==> config.mk <==
export PLATFORM = sky130hd
export DESIGN_NAME = unix_time_to_calendar_flat
export DESIGN_NICKNAME = d
export VERILOG_FILES = /design/src/sv/ucal_pkg.sv /design/src/sv/ucal_if.sv /design/src/sv/ucal_pipe_ctrl.sv /design/src/sv/ucal_day_split.sv /design/src/sv/ucal_tod.sv /design/src/sv/ucal_date.sv /design/src/sv/unix_time_to_calendar.sv /design/src/flat_wrapper.sv
export SDC_FILE = /design/constraint.sdc
export NUM_CORES = 1
export LEC_CHECK = 0
export BUFFER_PORTS_ARGS = -buffer_cell sky130_fd_sc_hd__buf_2
export CORE_MARGIN = 5
export CORE_UTILIZATION = 54
export DETAILED_ROUTE_END_ITERATION = 10
export GPL_ROUTABILITY_DRIVEN = 0
export PLACE_DENSITY = 0.73
export SYNTH_ARGS = -nofsm -noshare
export SYNTH_HDL_FRONTEND = slang
export SYNTH_HIERARCHICAL = 1
export SYNTH_SLANG_ARGS = --single-unit
==> constraint.sdc <==
create_clock -name i_clk -period 9.66 [get_ports i_clk]
set_clock_uncertainty 0.2 [all_clocks]
set_input_delay 1.932 -clock i_clk [delete_from_list [all_inputs] [get_ports i_clk]]
set_output_delay 1.932 -clock i_clk [all_outputs]
set_load 0.02 [all_outputs]
==> src/sv/ucal_pkg.sv <==
// Shared widths, constants, types and the month table of the timestamp to calendar converter.
package ucal_pkg;

    localparam int TS_W       = 32;
    localparam int YEAR_W     = 12;
    localparam int MONTH_W    = 4;
    localparam int DAY_W      = 5;
    localparam int HOUR_W     = 5;
    localparam int MIN_W      = 6;
    localparam int SEC_W      = 6;

    localparam int NUM_STAGES = 7;

    localparam int DAYS_W     = 16;
    localparam int SOD_W      = 17;
    localparam int SOH_W      = 12;
    localparam int QUAD_W     = 6;
    localparam int DQ_W       = 11;
    localparam int DOY_W      = 9;
    localparam int YOFF_W     = 2;

    localparam logic [TS_W-1:0] LAST_VALID_SECOND = 32'd4102444799;
    localparam logic [YEAR_W-1:0] EPOCH_YEAR      = 12'd1970;

    localparam logic [25:0] DAY_RECIP  = 26'd50903317;
    localparam int          DAY_SHIFT  = 35;
    localparam logic [16:0] SECS_DAY   = 17'd86400;
    localparam logic [13:0] HOUR_RECIP = 14'd9321;
    localparam int          HOUR_SHIFT = 21;
    localparam logic [11:0] SECS_HOUR  = 12'd3600;
    localparam logic [10:0] MIN_RECIP  = 11'd1093;
    localparam int          MIN_SHIFT  = 14;
    localparam logic [5:0]  SECS_MIN   = 6'd60;
    localparam logic [15:0] QUAD_RECIP = 16'd45934;
    localparam int          QUAD_SHIFT = 26;
    localparam logic [10:0] DAYS_QUAD  = 11'd1461;

    localparam logic [DQ_W-1:0] YEAR2_START = 11'd365;
    localparam logic [DQ_W-1:0] YEAR3_START = 11'd730;
    localparam logic [DQ_W-1:0] YEAR4_START = 11'd1096;
    localparam logic [YOFF_W-1:0] LEAP_YOFF = 2'd2;

    typedef logic [DOY_W-1:0] t_doy;

    localparam t_doy MONTH_START [12] = '{
        9'd0, 9'd31, 9'd59, 9'd90, 9'd120, 9'd151,
        9'd181, 9'd212, 9'd243, 9'd273, 9'd304, 9'd334
    };

    typedef struct packed {
        logic [NUM_STAGES-1:0] en;
    } t_pipe_ctrl;

    function automatic t_doy month_start(input logic [MONTH_W-1:0] m, input logic leap);
        t_doy base;
        base = MONTH_START[m];
        if (m >= 4'd2 && leap) begin
            base = base + 9'd1;
        end
        return base;
    endfunction

endpackage

==> src/sv/ucal_if.sv <==
// Valid/ready channel interfaces for timestamps in and calendar results out.
interface ucal_in_if;
    logic                     valid;
    logic                     ready;
    logic [ucal_pkg::TS_W-1:0] seconds_since_epoch;

    modport source (output valid, output seconds_since_epoch, input ready);
    modport sink   (input valid, input seconds_since_epoch, output ready);
endinterface

interface ucal_out_if;
    logic                          valid;
    logic                          ready;
    logic [ucal_pkg::YEAR_W-1:0]   year;
    logic [ucal_pkg::MONTH_W-1:0]  month;
    logic [ucal_pkg::DAY_W-1:0]    day_of_month;
    logic [ucal_pkg::HOUR_W-1:0]   hour;
    logic [ucal_pkg::MIN_W-1:0]    minute;
    logic [ucal_pkg::SEC_W-1:0]    second;
    logic                          out_of_range;

    modport source (output valid, output year, output month, output day_of_month,
                    output hour, output minute, output second, output out_of_range,
                    input ready);
    modport sink   (input valid, input year, input month, input day_of_month,
                    input hour, input minute, input second, input out_of_range,
                    output ready);
endinterface

==> src/sv/ucal_pipe_ctrl.sv <==
// Stage valid bits and per-stage load enables with bubble collapsing on stalls.
module ucal_pipe_ctrl (
    input  logic                 i_clk,
    input  logic                 i_rst_n,
    input  logic                 i_in_valid,
    output logic                 o_in_ready,
    output logic                 o_out_valid,
    input  logic                 i_out_ready,
    output ucal_pkg::t_pipe_ctrl o_ctrl
);
    import ucal_pkg::*;

    logic [NUM_STAGES-1:0] r_valid;
    logic [NUM_STAGES-1:0] n_valid;
    logic [NUM_STAGES-1:0] w_ready;
    logic [NUM_STAGES-1:0] w_prev;

    always_comb begin
        w_ready[NUM_STAGES-1] = !r_valid[NUM_STAGES-1] || i_out_ready;
        for (int k = NUM_STAGES - 2; k >= 0; k--) begin
            w_ready[k] = !r_valid[k] || w_ready[k+1];
        end
        w_prev = {r_valid[NUM_STAGES-2:0], i_in_valid};
        for (int k = 0; k < NUM_STAGES; k++) begin
            n_valid[k]   = w_ready[k] ? w_prev[k] : r_valid[k];
            o_ctrl.en[k] = w_ready[k] && w_prev[k];
        end
    end

    always_ff @(posedge i_clk) begin
        if (!i_rst_n) begin
            r_valid <= '0;
        end else begin
            r_valid <= n_valid;
        end
    end

    assign o_in_ready  = w_ready[0];
    assign o_out_valid = r_valid[NUM_STAGES-1];
endmodule

==> src/sv/ucal_day_split.sv <==
// First three stages: range check, day count by reciprocal multiply, and seconds of day.
module ucal_day_split (
    input  logic                          i_clk,
    input  ucal_pkg::t_pipe_ctrl          i_ctrl,
    input  logic [ucal_pkg::TS_W-1:0]     i_ts,
    output logic [ucal_pkg::DAYS_W-1:0]   o_days,
    output logic [ucal_pkg::SOD_W-1:0]    o_sod,
    output logic                          o_oor
);
    import ucal_pkg::*;

    logic [TS_W-1:0]   r_ts1;
    logic              r_oor1;
    logic [TS_W-1:0]   r_ts2;
    logic              r_oor2;
    logic [DAYS_W-1:0] r_q2;
    logic [DAYS_W-1:0] r_days3;
    logic [SOD_W-1:0]  r_sod3;
    logic              r_oor3;

    logic [50:0] w_q_prod;
    logic [32:0] w_day_secs;
    logic [32:0] w_sod;

    assign w_q_prod   = 51'(r_ts1[TS_W-1:7]) * 51'(DAY_RECIP);
    assign w_day_secs = 33'(r_q2) * 33'(SECS_DAY);
    assign w_sod      = 33'(r_ts2) - w_day_secs;

    always_ff @(posedge i_clk) begin
        if (i_ctrl.en[0]) begin
            r_ts1  <= i_ts;
            r_oor1 <= i_ts > LAST_VALID_SECOND;
        end
        if (i_ctrl.en[1]) begin
            r_ts2  <= r_ts1;
            r_oor2 <= r_oor1;
            r_q2   <= w_q_prod[DAY_SHIFT+DAYS_W-1:DAY_SHIFT];
        end
        if (i_ctrl.en[2]) begin
            r_days3 <= r_q2;
            r_sod3  <= w_sod[SOD_W-1:0];
            r_oor3  <= r_oor2;
        end
    end

    assign o_days = r_days3;
    assign o_sod  = r_sod3;
    assign o_oor  = r_oor3;
endmodule

==> src/sv/ucal_tod.sv <==
// Stages four to seven: hour, minute and second from the seconds of the day.
module ucal_tod (
    input  logic                         i_clk,
    input  ucal_pkg::t_pipe_ctrl         i_ctrl,
    input  logic [ucal_pkg::SOD_W-1:0]   i_sod,
    output logic [ucal_pkg::HOUR_W-1:0]  o_hour,
    output logic [ucal_pkg::MIN_W-1:0]   o_minute,
    output logic [ucal_pkg::SEC_W-1:0]   o_second
);
    import ucal_pkg::*;

    logic [SOD_W-1:0]  r_sod4;
    logic [HOUR_W-1:0] r_hh4;
    logic [HOUR_W-1:0] r_hh5;
    logic [SOH_W-1:0]  r_rh5;
    logic [HOUR_W-1:0] r_hh6;
    logic [MIN_W-1:0]  r_mm6;
    logic [SOH_W-1:0]  r_rh6;
    logic [HOUR_W-1:0] r_hh7;
    logic [MIN_W-1:0]  r_mm7;
    logic [SEC_W-1:0]  r_ss7;

    logic [26:0] w_h_prod;
    logic [16:0] w_h_secs;
    logic [16:0] w_rh;
    logic [20:0] w_m_prod;
    logic [11:0] w_m_secs;
    logic [11:0] w_ss;

    function automatic logic [12:0] r_sod_hi(input logic [SOD_W-1:0] s);
        return s[SOD_W-1:4];
    endfunction

    assign w_h_prod = 27'(r_sod_hi(i_sod)) * 27'(HOUR_RECIP);
    assign w_h_secs = 17'(r_hh4) * 17'(SECS_HOUR);
    assign w_rh     = r_sod4 - w_h_secs;
    assign w_m_prod = 21'(r_rh5[SOH_W-1:2]) * 21'(MIN_RECIP);
    assign w_m_secs = 12'(r_mm6) * 12'(SECS_MIN);
    assign w_ss     = r_rh6 - w_m_secs;

    always_ff @(posedge i_clk) begin
        if (i_ctrl.en[3]) begin
            r_sod4 <= i_sod;
            r_hh4  <= w_h_prod[HOUR_SHIFT+HOUR_W-1:HOUR_SHIFT];
        end
        if (i_ctrl.en[4]) begin
            r_hh5 <= r_hh4;
            r_rh5 <= w_rh[SOH_W-1:0];
        end
        if (i_ctrl.en[5]) begin
            r_hh6 <= r_hh5;
            r_rh6 <= r_rh5;
            r_mm6 <= w_m_prod[MIN_SHIFT+MIN_W-1:MIN_SHIFT];
        end
        if (i_ctrl.en[6]) begin
            r_hh7 <= r_hh6;
            r_mm7 <= r_mm6;
            r_ss7 <= w_ss[SEC_W-1:0];
        end
    end

    assign o_hour   = r_hh7;
    assign o_minute = r_mm7;
    assign o_second = r_ss7;
endmodule

==> src/sv/ucal_date.sv <==
// Stages four to seven: four-year cycle, year within the cycle, month and day of month.
module ucal_date (
    input  logic                          i_clk,
    input  ucal_pkg::t_pipe_ctrl          i_ctrl,
    input  logic [ucal_pkg::DAYS_W-1:0]   i_days,
    input  logic                          i_oor,
    output logic [ucal_pkg::YEAR_W-1:0]   o_year,
    output logic [ucal_pkg::MONTH_W-1:0]  o_month,
    output logic [ucal_pkg::DAY_W-1:0]    o_day,
    output logic                          o_oor
);
    import ucal_pkg::*;

    logic [DAYS_W-1:0]  r_days4;
    logic [QUAD_W-1:0]  r_quad4;
    logic               r_oor4;
    logic [QUAD_W-1:0]  r_quad5;
    logic [DQ_W-1:0]    r_dq5;
    logic               r_oor5;
    logic [YEAR_W-1:0]  r_year6;
    logic [DOY_W-1:0]   r_doy6;
    logic               r_leap6;
    logic               r_oor6;
    logic [YEAR_W-1:0]  r_year7;
    logic [MONTH_W-1:0] r_month7;
    logic [DAY_W-1:0]   r_day7;
    logic               r_oor7;

    logic [31:0]        w_q_prod;
    logic [16:0]        w_quad_days;
    logic [16:0]        w_dq;
    logic [YOFF_W-1:0]  w_yoff;
    logic [DQ_W-1:0]    w_ystart;
    logic [DQ_W-1:0]    w_doy;
    logic [YEAR_W-1:0]  w_year;
    logic [MONTH_W-1:0] w_midx;
    logic [DOY_W-1:0]   w_mday;

    assign w_q_prod    = 32'(i_days) * 32'(QUAD_RECIP);
    assign w_quad_days = 17'(r_quad4) * 17'(DAYS_QUAD);
    assign w_dq        = 17'(r_days4) - w_quad_days;

    always_comb begin
        w_yoff = YOFF_W'(r_dq5 >= YEAR2_START) + YOFF_W'(r_dq5 >= YEAR3_START)
               + YOFF_W'(r_dq5 >= YEAR4_START);
        case (w_yoff)
            2'd0:    w_ystart = '0;
            2'd1:    w_ystart = YEAR2_START;
            2'd2:    w_ystart = YEAR3_START;
            default: w_ystart = YEAR4_START;
        endcase
        w_doy  = r_dq5 - w_ystart;
        w_year = EPOCH_YEAR + YEAR_W'({r_quad5, 2'b00}) + YEAR_W'(w_yoff);
    end

    always_comb begin
        w_midx = '0;
        for (int k = 1; k < 12; k++) begin
            if (r_doy6 >= month_start(MONTH_W'(k), r_leap6)) begin
                w_midx = w_midx + 4'd1;
            end
        end
        w_mday = r_doy6 - month_start(w_midx, r_leap6) + 9'd1;
    end

    always_ff @(posedge i_clk) begin
        if (i_ctrl.en[3]) begin
            r_days4 <= i_days;
            r_quad4 <= w_q_prod[QUAD_SHIFT+QUAD_W-1:QUAD_SHIFT];
            r_oor4  <= i_oor;
        end
        if (i_ctrl.en[4]) begin
            r_quad5 <= r_quad4;
            r_dq5   <= w_dq[DQ_W-1:0];
            r_oor5  <= r_oor4;
        end
        if (i_ctrl.en[5]) begin
            r_year6 <= w_year;
            r_doy6  <= w_doy[DOY_W-1:0];
            r_leap6 <= w_yoff == LEAP_YOFF;
            r_oor6  <= r_oor5;
        end
        if (i_ctrl.en[6]) begin
            r_year7  <= r_year6;
            r_month7 <= w_midx + 4'd1;
            r_day7   <= w_mday[DAY_W-1:0];
            r_oor7   <= r_oor6;
        end
    end

    assign o_year  = r_year7;
    assign o_month = r_month7;
    assign o_day   = r_day7;
    assign o_oor   = r_oor7;
endmodule

==> src/sv/unix_time_to_calendar.sv <==
// Top level: Unix timestamp to UTC calendar date and time, seven-stage pipeline.
// A result passes the stage registers in order and shows valid when it reaches the last one.
// Throughput is one timestamp per cycle unless the output stalls; each stage loads when it
// is empty or its successor moves, so bubbles fill while a result waits at the output register.
// Synchronous active-low reset clears all stage valid bits; data registers keep values.
module unix_time_to_calendar (
    input  logic   i_clk,
    input  logic   i_rst_n,
    ucal_in_if.sink    i_in,
    ucal_out_if.source o_out
);
    import ucal_pkg::*;

    t_pipe_ctrl         w_ctrl;
    logic               w_in_ready;
    logic               w_out_valid;
    logic [DAYS_W-1:0]  w_days;
    logic [SOD_W-1:0]   w_sod;
    logic               w_oor3;
    logic [YEAR_W-1:0]  w_year;
    logic [MONTH_W-1:0] w_month;
    logic [DAY_W-1:0]   w_day;
    logic               w_oor;
    logic [HOUR_W-1:0]  w_hour;
    logic [MIN_W-1:0]   w_minute;
    logic [SEC_W-1:0]   w_second;

    ucal_pipe_ctrl u_ctrl (
        .i_clk       (i_clk),
        .i_rst_n     (i_rst_n),
        .i_in_valid  (i_in.valid),
        .o_in_ready  (w_in_ready),
        .o_out_valid (w_out_valid),
        .i_out_ready (o_out.ready),
        .o_ctrl      (w_ctrl)
    );

    ucal_day_split u_split (
        .i_clk  (i_clk),
        .i_ctrl (w_ctrl),
        .i_ts   (i_in.seconds_since_epoch),
        .o_days (w_days),
        .o_sod  (w_sod),
        .o_oor  (w_oor3)
    );

    ucal_tod u_tod (
        .i_clk    (i_clk),
        .i_ctrl   (w_ctrl),
        .i_sod    (w_sod),
        .o_hour   (w_hour),
        .o_minute (w_minute),
        .o_second (w_second)
    );

    ucal_date u_date (
        .i_clk   (i_clk),
        .i_ctrl  (w_ctrl),
        .i_days  (w_days),
        .i_oor   (w_oor3),
        .o_year  (w_year),
        .o_month (w_month),
        .o_day   (w_day),
        .o_oor   (w_oor)
    );

    assign i_in.ready         = w_in_ready;
    assign o_out.valid        = w_out_valid;
    assign o_out.out_of_range = w_oor;
    assign o_out.year         = w_oor ? '0 : w_year;
    assign o_out.month        = w_oor ? '0 : w_month;
    assign o_out.day_of_month = w_oor ? '0 : w_day;
    assign o_out.hour         = w_oor ? '0 : w_hour;
    assign o_out.minute       = w_oor ? '0 : w_minute;
    assign o_out.second       = w_oor ? '0 : w_second;
endmodule

==> src/flat_wrapper.sv <==
// flat-port wrapper written by rule: the top's interface ports become plain ports
module unix_time_to_calendar_flat import ucal_pkg::*;
  (i_clk, i_rst_n, i_in_valid, i_in_seconds_since_epoch, i_in_ready, o_out_valid, o_out_year, o_out_month, o_out_day_of_month, o_out_hour, o_out_minute, o_out_second, o_out_out_of_range, o_out_ready);
  ucal_in_if i_in_i ();
  ucal_out_if o_out_i ();
  input  logic i_clk;
  input  logic i_rst_n;
  input wire logic [$bits(i_in_i.valid)-1:0] i_in_valid;
  input wire logic [$bits(i_in_i.seconds_since_epoch)-1:0] i_in_seconds_since_epoch;
  output wire logic [$bits(i_in_i.ready)-1:0] i_in_ready;
  output wire logic [$bits(o_out_i.valid)-1:0] o_out_valid;
  output wire logic [$bits(o_out_i.year)-1:0] o_out_year;
  output wire logic [$bits(o_out_i.month)-1:0] o_out_month;
  output wire logic [$bits(o_out_i.day_of_month)-1:0] o_out_day_of_month;
  output wire logic [$bits(o_out_i.hour)-1:0] o_out_hour;
  output wire logic [$bits(o_out_i.minute)-1:0] o_out_minute;
  output wire logic [$bits(o_out_i.second)-1:0] o_out_second;
  output wire logic [$bits(o_out_i.out_of_range)-1:0] o_out_out_of_range;
  input wire logic [$bits(o_out_i.ready)-1:0] o_out_ready;
  assign i_in_i.valid = i_in_valid;
  assign i_in_i.seconds_since_epoch = i_in_seconds_since_epoch;
  assign i_in_ready = i_in_i.ready;
  assign o_out_valid = o_out_i.valid;
  assign o_out_year = o_out_i.year;
  assign o_out_month = o_out_i.month;
  assign o_out_day_of_month = o_out_i.day_of_month;
  assign o_out_hour = o_out_i.hour;
  assign o_out_minute = o_out_i.minute;
  assign o_out_second = o_out_i.second;
  assign o_out_out_of_range = o_out_i.out_of_range;
  assign o_out_i.ready = o_out_ready;
  unix_time_to_calendar u_core (.i_clk(i_clk), .i_rst_n(i_rst_n), .i_in(i_in_i), .o_out(o_out_i));
endmodule
==> reports/results.tsv, run 1 <==
metric	value	unit
cts_buffer_depth	3	
antenna_found_initial	3	
syn-num-nets	3694	
finalNetCount	3806	
clkTransAtPathRegs	60	ps
chipWidth	247	µm
die_area	61100	µm²
final_util	58.8	%
multi_input_area	20200	µm²
grt_pass1_wl	98500	µm
synth_top_cell_area_share	26.6	%
dr.pass1.iters	5	
tightestPinTransition	1130	ps
clock.fmax	108	MHz
cts_tree	yes	
cp-end-kind	register	
crit_type	register to register	
hpwl	49200	µm
ant_nets	0	
crit_family	adder cells	
synth_area	30400	µm²
ys_seq_area_share	25.2	%
io_pins	77	
hp-start	u_core/u_date/r_year6[8]$_DFFE_PP_	
wl_per_cell	16.3	µm
synth_edf_count	250	
drive_above_1_share	8.02	%
floorplan.initialDensity	54.2	%
cp_num_buf_inv	4	
vias	18600	
diodes	0	
cp.required	9770	ps
placementRows	87	
syn_to_final_growth	8.51	%
portBuffers	76	
final_cell_mix	693 x inv_1, 642 x ha_1, 344 x fa_1, 250 x edfxtp_1, 90 x xnor2_1	
fillerInstances	4488	
netlist_instances	2669	
cts.sinks	257	
drt_iter0_drc	602	
crit_path_max_fanout	10	
post-route-period-util	95.6	%
maxCapViolCount	0	
synth_flop_cell	edfxtp_1	
outcome	completed	
reg2reg_slack	420	ps
hold_depth	0	
yosysUniqueCellTypes	89	
fin_crit	9240	ps
hold_viol_final	0	
hold_end	u_core/u_date/o_year[8]$_DFFE_PP_	
grt_overflow_total	0	
maxSlewViolCount	0	
startpoint_type	register	
seq_area	7650	µm²
grt_max_degree	41	
synth.area.top_cells	ha_1 27%, edfxtp_1 25%, fa_1 23%, inv_1 8.6%, xnor2_1 2.6%	
timing.rr.start	u_core/u_date/r_leap6$_DFFE_PP_	
htreeDepth	1	
synth-async-reset-ratio	0	%
viasPerCell	5.24	
setup_viol	0	
r2r-end	u_core/u_date/o_day[4]$_DFFE_PP_	
wirelength	58000	µm
ys_ff_latch	257	
hold_class	register to register	
critPathSlowestCell	or4b_1	
die_h	247	µm
clock_latency	580	ps
ys.warnings.count	6	
reg2reg_depth	45	
cpPeakStageDelay	540	ps
synth_area_leader_cell	ha_1	
route.detailed.drc	0	
crit_top_cell	ha_1	
final_common_cell	inv_1	
slew_headroom	24.5	%
grt_usage	19.8	%
cts-root-buf	clkbuf_16	
syn_area_per_cell	11.4	µm²
arrival	9350	ps
cts_buffers	29	
core_area	56100	µm²
grt_pass1_vias	20600	
[worst reg2reg max path, delay by kind of cell (launching register included)]
kind                       cells  cell delay, ps
xor gates and xnor gates       5             780
and+or+nand+nor               13            1800
AOI/OAI and AO/OA              8            1340
adders and majority gates     12            3250
muxes                          3             780
DFF                            1             430
buffers and inverters          4             430
[layout make-up]
class / count / area share (%)
multi-input combinational: 1704 / 61.2
clock buffer: 33 / 2.34
timing repair buffer: 94 / 1.56
sequential: 257 / 23.2
tap: 756 / 2.87
clock inverter: 21 / 0.896
inverter: 695 / 7.92
[worst max-delay path by stage]
stage | start | to | slack, ps | cells past startpoint
after global routing | u_core/u_date/r_leap6$_DFFE_PP_ | u_core/u_date/o_day[4]$_DFFE_PP_ | -40 | 45
after global placement | u_core/u_date/r_leap6$_DFFE_PP_ | u_core/u_date/o_day[4]$_DFFE_PP_ | 100 | 46
after CTS | u_core/u_date/r_leap6$_DFFE_PP_ | u_core/u_date/o_day[4]$_DFFE_PP_ | 4 | 48
after floorplan | u_core/u_date/r_leap6$_DFFE_PP_ | u_core/u_date/o_day[4]$_DFFE_PP_ | 400 | 49
after detailed placement | u_core/u_date/r_leap6$_DFFE_PP_ | u_core/u_date/o_day[4]$_DFFE_PP_ | -400 | 48
final | u_core/u_date/r_leap6$_DFFE_PP_ | u_core/u_date/o_day[4]$_DFFE_PP_ | 420 | 45
[state kept, by name, indices dropped and copies added, names as in the netlist, 16 cells and up]
register and cells:
u_core/u_split/r_ts1 32, u_core/u_split/r_ts2 17, u_core/u_split/o_sod 17, u_core/u_split/o_days 16, u_core/u_split/r_q2 16
[kinds of logic (layout without fill, tap and decap cells)]
logic type      after synthesis  after routing  synth area share, %
fa+ha+maj                   989            989                 49.2
buf+inv                     708            843                 8.96
simple gates                290            290                 5.63
compound gates              274            274                 6.23
flops                       257            257                 25.2
xor+xnor                    140            140                 4.37
mux                          11             11                0.383
[metal layers]
layer | routed length, µm | vias to the layer above | global-route usage (%)
met5 | 44 | - | 0
met1 | 23200 | 9125 | 24.1
met4 | 1950 | 6 | 6.07
met3 | 2590 | 129 | 2.58
li1 | - | 8989 | -
met2 | 30200 | 390 | 36.5
[Yosys cell counts, types with 25 or more instances]
cell type and number:
ha_1 645, nand2_1 52, xnor2_1 90, nand4_1 25
nor2b_1 32, nor2_1 58, edfxtp_1 250, a21oi_1 77
nand3_1 29, fa_1 344, a21o_1 41, inv_1 695
o21ai_0 43, xor2_1 42
[stage by stage]
step / instance area, µm² / cells / TNS, ps / hold slack (ps) / setup WS (ps)
after global routing: 33000 / 3560 / -38.3 / 219 / -38.3
after global placement: 31700 / 3499 / 0 / 202 / 100
final: 33000 / 3560 / 0 / 214 / 422
after floorplan: 30400 / 2669 / 0 / 200 / 403
after detailed placement: 31700 / 3499 / -399 / 205 / -399
after CTS: 32800 / 3553 / 0 / 214 / 4.09
[what timing repair did]
item | CTS | global route
resized for setup | 7 | 21
endpoints found under the setup margin | 1 | 3
setup buffers | 0 | 7
pin swaps | 2 | 6
hold buffers | 0 | 0
Power of run 1 is not shown: default switching activity piles up to over one toggle a cycle in this logic, so the estimate is an artifact.
==> inputs of run 2 (changes only) <==
--- a/config.mk
+++ b/config.mk
@@ -13,5 +13,4 @@
 export PLACE_DENSITY = 0.73
 export SYNTH_ARGS = -nofsm -noshare
 export SYNTH_HDL_FRONTEND = slang
-export SYNTH_HIERARCHICAL = 1
 export SYNTH_SLANG_ARGS = --single-unit
==> reports/results.tsv, run 2 <==
metric	value	unit
synth.area.top_cells	ha_1 27%, edfxtp_1 25%, fa_1 23%, inv_1 7.6%, xnor2_1 2.5%	
io_pins	77	
synth_top_family_by_area	adder cells	
outcome	completed	
crit_top_cell	ha_1	
tightestPinTransition	1090	ps
ys_seq_area_share	25.6	%
post-route-period-util	95.0	%
route.detailed.drc	0	
preCtsSetupSlack	-143	ps
cts_buffer_depth	3	
maxCapViolCount	0	
finalWorstSetupSlack	480	ps
hold_depth	0	
hold_class	register to register	
clock.fmax	109	MHz
grt_overflow_total	0	
top_register	u_core.u_split.r_ts1	
fillerInstances	4405	
clkTransAtPathRegs	70	ps
cts-root-buf	clkbuf_16	
syn_area_per_cell	11.6	µm²
ant_nets	0	
ys.warnings.count	0	
hpwl	47700	µm
setup_viol	0	
final_common_cell	ha_1	
synthAdderAreaFrac	49.9	%
reg2reg_slack	480	ps
wirelength	57000	µm
netlist_instances	2576	
grt_max_degree	41	
viasPerCell	5.29	
hold_end	u_core.u_date.o_oor$_DFFE_PP_	
antenna_found_initial	0	
drive_above_1_share	6.74	%
synthXorXnorAreaFrac	4.56	%
synth_top_cell_area_share	26.8	%
r2r-end	u_core.u_date.o_day[4]$_DFFE_PP_	
synth_flop_cell	edfxtp_1	
placementRows	86	
syn_to_final_growth	7.76	%
multi_input_area	20000	µm²
maxSlewViolCount	0	
synthSimpleGateAreaFrac	5.06	%
largest_reg_flops	32	
grt_pass1_wl	95700	µm
synth_edf_count	250	
wl_per_cell	16.5	µm
crit_type	register to register	
cts_tree	yes	
die_area	60200	µm²
critPathSlowestCell	xor3_2	
synth_area_leader_cell	ha_1	
dr.pass1.iters	5	
synth_compound_area_share	6.62	%
yosysMostFrequentCell	ha_1	
crit_path_max_fanout	10	
diodes	0	
cts_hold_buffers	0	
core_area	55000	µm²
htreeDepth	1	
cp.required	9770	ps
chipWidth	245	µm
synth_area	29900	µm²
arrival	9290	ps
grt_pass1_vias	19800	
drt_iter0_drc	888	
grt_usage	19.4	%
hold_viol_final	0	
syn-num-nets	3597	
floorplan.initialDensity	54.4	%
clock_latency	560	ps
final_cell_mix	639 x ha_1, 605 x inv_1, 344 x fa_1, 250 x edfxtp_1, 87 x xnor2_1	
die_h	245	µm
portBuffers	76	
cpPeakStageDelay	630	ps
cts_buffers	27	
yosysUniqueCellTypes	84	
vias	18200	
hp-start	u_core.u_date.r_oor6$_DFFE_PP_	
synth.area.mux_share	0.310	%
synth_common_cells	641 x ha_1, 605 x inv_1, 344 x fa_1	
fin_crit	9180	ps
ys_ff_latch	257	
finalNetCount	3699	
cp-end-kind	register	
timing.rr.start	u_core.u_date.r_leap6$_DFFE_PP_	
seq_area	7650	µm²
cts.sinks	257	
synth-async-reset-ratio	0	%
slew_headroom	27.0	%
reg2reg_depth	44	
startpoint_type	register	
==> run 2: changes by cell type in the layout (fill, tap and decap cells not counted), sizes merged, moves of 8 or more <==
cell | previous run | this run
nand4 | 25 | 16
nand3 | 29 | 16
nor2 | 58 | 34
inv | 699 | 608
nor2b | 52 | 61
a21o | 41 | 54
o21bai | 12 | 20
o211ai | 12 | 3
a211o | 1 | 9
==> run 2: area by class of cell <==
cell class	instances	area share [%]
multi-input cells	1697	62.1
flip-flops and latches	257	23.7
inverters	606	7.06
well taps	748	2.91
clock buffers	38	2.32
repair buffers	89	1.48
clock inverters	12	0.350
==> run 2: per-layer routing <==
layer	vias up	global-route usage, %	part of all wire (%)
met4	0	4.64	2.8
li1	8775	-	-
met1	9012	24.2	41
met5	-	0	0
met3	108	2.49	4.0
met2	340	35.8	52
==> run 2: through the flow <==
| step | TNS (ps) | instance area, µm² | util (%) | std cells | hold slack, ps |
|---|---|---|---|---|---|
| floorplan | 0 | 29900 | - | 2576 | 200 |
| global placement | 0 | 31200 | 56.8 | 3391 | 204 |
| detailed placement | -143 | 31200 | 56.8 | 3391 | 205 |
| CTS | 0 | 32100 | 58.3 | 3441 | 215 |
| global route | -28.3 | 32200 | 58.6 | 3447 | 223 |
| finish | 0 | 32200 | 58.6 | 3447 | 215 |
==> run 2: worst max path at each step <==
stage,slack (ps),depth (start not counted),to,startpoint
after floorplan,620,44,u_core.u_date.o_day[4]$_DFFE_PP_,u_core.u_date.r_leap6$_DFFE_PP_
after global placement,340,43,u_core.u_date.o_day[4]$_DFFE_PP_,u_core.u_date.r_doy6[0]$_DFFE_PP_
after detailed placement,-140,43,u_core.u_date.o_day[4]$_DFFE_PP_,u_core.u_date.r_doy6[0]$_DFFE_PP_
after CTS,20,43,u_core.u_date.o_day[4]$_DFFE_PP_,u_core.u_date.r_doy6[0]$_DFFE_PP_
after global routing,-30,44,u_core.u_date.o_day[4]$_DFFE_PP_,u_core.u_date.r_leap6$_DFFE_PP_
final,480,44,u_core.u_date.o_day[4]$_DFFE_PP_,u_core.u_date.r_leap6$_DFFE_PP_
==> run 2: cells by family (layout without fill, tap and decap cells) <==
group,count (synthesis),after routing
mux,9,9
simple gates,268,268
compound gates,293,293
fa+ha+maj,985,985
buf+inv,622,745
xor+xnor,142,142
flops,257,257
==> run 2: timing repair <==
action                     4_1_cts  5_1_grt
setup endpoints to repair        1        3
setup buffers                    0        6
pin swaps                        0        6
resized for setup                2       18
==> run 2: worst max-delay path, delay by kind of cell (launching register included) <==
kind / cells / cell delay [ps]
compound gates: 17 / 2830
flops: 1 / 390
buf+inv: 3 / 360
xor+xnor: 5 / 1110
fa+ha+maj: 9 / 2410
simple gates: 10 / 1620
Power of run 2 is left out for the same reason.
==> inputs of run 3 (changes only) <==
--- a/config.mk
+++ b/config.mk
@@ -5,12 +5,12 @@
 export SDC_FILE = /design/constraint.sdc
 export NUM_CORES = 1
 export LEC_CHECK = 0
-export BUFFER_PORTS_ARGS = -buffer_cell sky130_fd_sc_hd__buf_2
 export CORE_MARGIN = 5
 export CORE_UTILIZATION = 54
 export DETAILED_ROUTE_END_ITERATION = 10
+export DONT_BUFFER_PORTS = 1
 export GPL_ROUTABILITY_DRIVEN = 0
-export PLACE_DENSITY = 0.73
+export PLACE_DENSITY = 0.72
 export SYNTH_ARGS = -nofsm -noshare
 export SYNTH_HDL_FRONTEND = slang
 export SYNTH_SLANG_ARGS = --single-unit
==> reports/results.tsv, run 3 (synthesis results as in run 2) <==
metric	value	unit
wirelength	57100	µm
grt_pass1_vias	20100	
cts_buffer_depth	3	
die_area	60200	µm²
hold_class	register to register	
crit_top_cell	ha_1	
tightestPinTransition	1230	ps
top_register	u_core.u_split.r_ts1	
multi_input_area	20000	µm²
critPathSlowestCell	edfxtp_1	
cpPeakStageDelay	410	ps
dp.cells	3315	
clock.fmax	109	MHz
ant_nets	0	
maxCapViolCount	0	
floorplan.initialDensity	54.4	%
cts_tree	yes	
cts_hold_buffers	0	
grt_overflow_total	0	
slew_headroom	17.8	%
syn_to_final_growth	7.15	%
core_area	55000	µm²
setup_viol	0	
crit_path_max_fanout	8	
hpwl	47600	µm
arrival	9250	ps
preCtsSetupSlack	-251	ps
io_pins	77	
seq_area	7650	µm²
die_h	245	µm
final_common_cell	ha_1	
fillerInstances	4346	
drive_above_1_share	4.67	%
fin_crit	9140	ps
grt_usage	19.5	%
grt_pass1_wl	96500	µm
chipWidth	245	µm
outcome	completed	
cp-end-kind	register	
placementRows	86	
cts_buffers	29	
cts.sinks	257	
vias	18100	
antenna_found_initial	0	
cts-root-buf	clkbuf_16	
finalNetCount	3634	
route.detailed.drc	0	
grt_max_degree	41	
layout.cells.non_filler	3384	
viasPerCell	5.35	
wl_per_cell	16.9	µm
hold_viol_final	0	
diodes	0	
crit_type	register to register	
final_cell_mix	638 x ha_1, 604 x inv_1, 344 x fa_1, 250 x edfxtp_1, 87 x xnor2_1	
clock_latency	570	ps
drt_iter0_drc	703	
largest_reg_flops	32	
post-route-period-util	94.6	%
startpoint_type	register	
htreeDepth	1	
maxSlewViolCount	0	
dr.pass1.iters	5	
finalWorstSetupSlack	523	ps
cp.required	9770	ps
clkTransAtPathRegs	60	ps
portBuffers	0	
run 3: cell types whose count changed in the layout (fill, tap and decap cells not counted), moves of 2 or more:
cell        change
clkinvlp_4      +4
buf_4           +9
clkbuf_1        -6
buf_2          -76
o21ai_2         -2
clkinv_1        +3
o21ai_1         +5
o21ai_0         -3
bufinv_16       +3
run 3: layout make-up:
class / count / share of cell area (%)
Multi-Input combinational cell: 1697 / 62.5
Sequential cell: 257 / 23.9
Inverter: 606 / 7.11
Tap cell: 748 / 2.92
Clock buffer: 32 / 2.30
Clock inverter: 22 / 0.758
Timing Repair Buffer: 22 / 0.516
run 3: timing repair:
item                       4_1_cts  5_1_grt
hold endpoints to repair         0        0
pin swaps                        2        8
setup buffers                    1       14
gates resized for setup          3       23
setup endpoints to repair        3        3
run 3: critical path, delay by kind of cell (launching register included):
kind            cells  cell delay, ps
fa+ha+maj          11            3310
flops               1             410
buf+inv             4             620
xor+xnor            6             820
simple gates        5             570
mux                 2             340
compound gates     16            2620
run 3: through the flow:
step                      hold WS, ps  setup TNS, ps  util (%)  cell area, µm²
after floorplan                   200              0         -           29900
after global placement            203              0      56.1           30800
after detailed placement          205           -251      56.1           30800
after CTS                         216              0      57.9           31800
after global routing              225          -38.9      58.2           32000
final                             213              0      58.2           32000
run 3: routing by layer:
metal / vias to the layer above / share of wire, % / track usage (%) / wire length (µm)
met5: - / 0 / 0 / 0
met1: 8972 / 41 / 24.4 / 23600
li1: 8652 / - / - / -
met2: 354 / 51 / 35.1 / 28900
met4: 0 / 3.5 / 6.07 / 1990
met3: 136 / 4.5 / 3.07 / 2580
run 3: final timing paths:
kind                                            to  slack [ps]                              start  depth (start not counted)
setup / recovery  u_core.u_date.o_day[4]$_DFFE_PP_         520  u_core.u_date.r_doy6[0]$_DFFE_PP_                         44
hold / removal     u_core.u_tod.r_rh5[0]$_DFFE_PP_         210   u_core.u_tod.r_sod4[0]$_DFFE_PP_                          0
setup reg to reg  u_core.u_date.o_day[4]$_DFFE_PP_         520  u_core.u_date.r_doy6[0]$_DFFE_PP_                         44
hold reg to reg    u_core.u_tod.r_rh5[0]$_DFFE_PP_         210   u_core.u_tod.r_sod4[0]$_DFFE_PP_                          0
Power of run 3 is left out for the same reason.
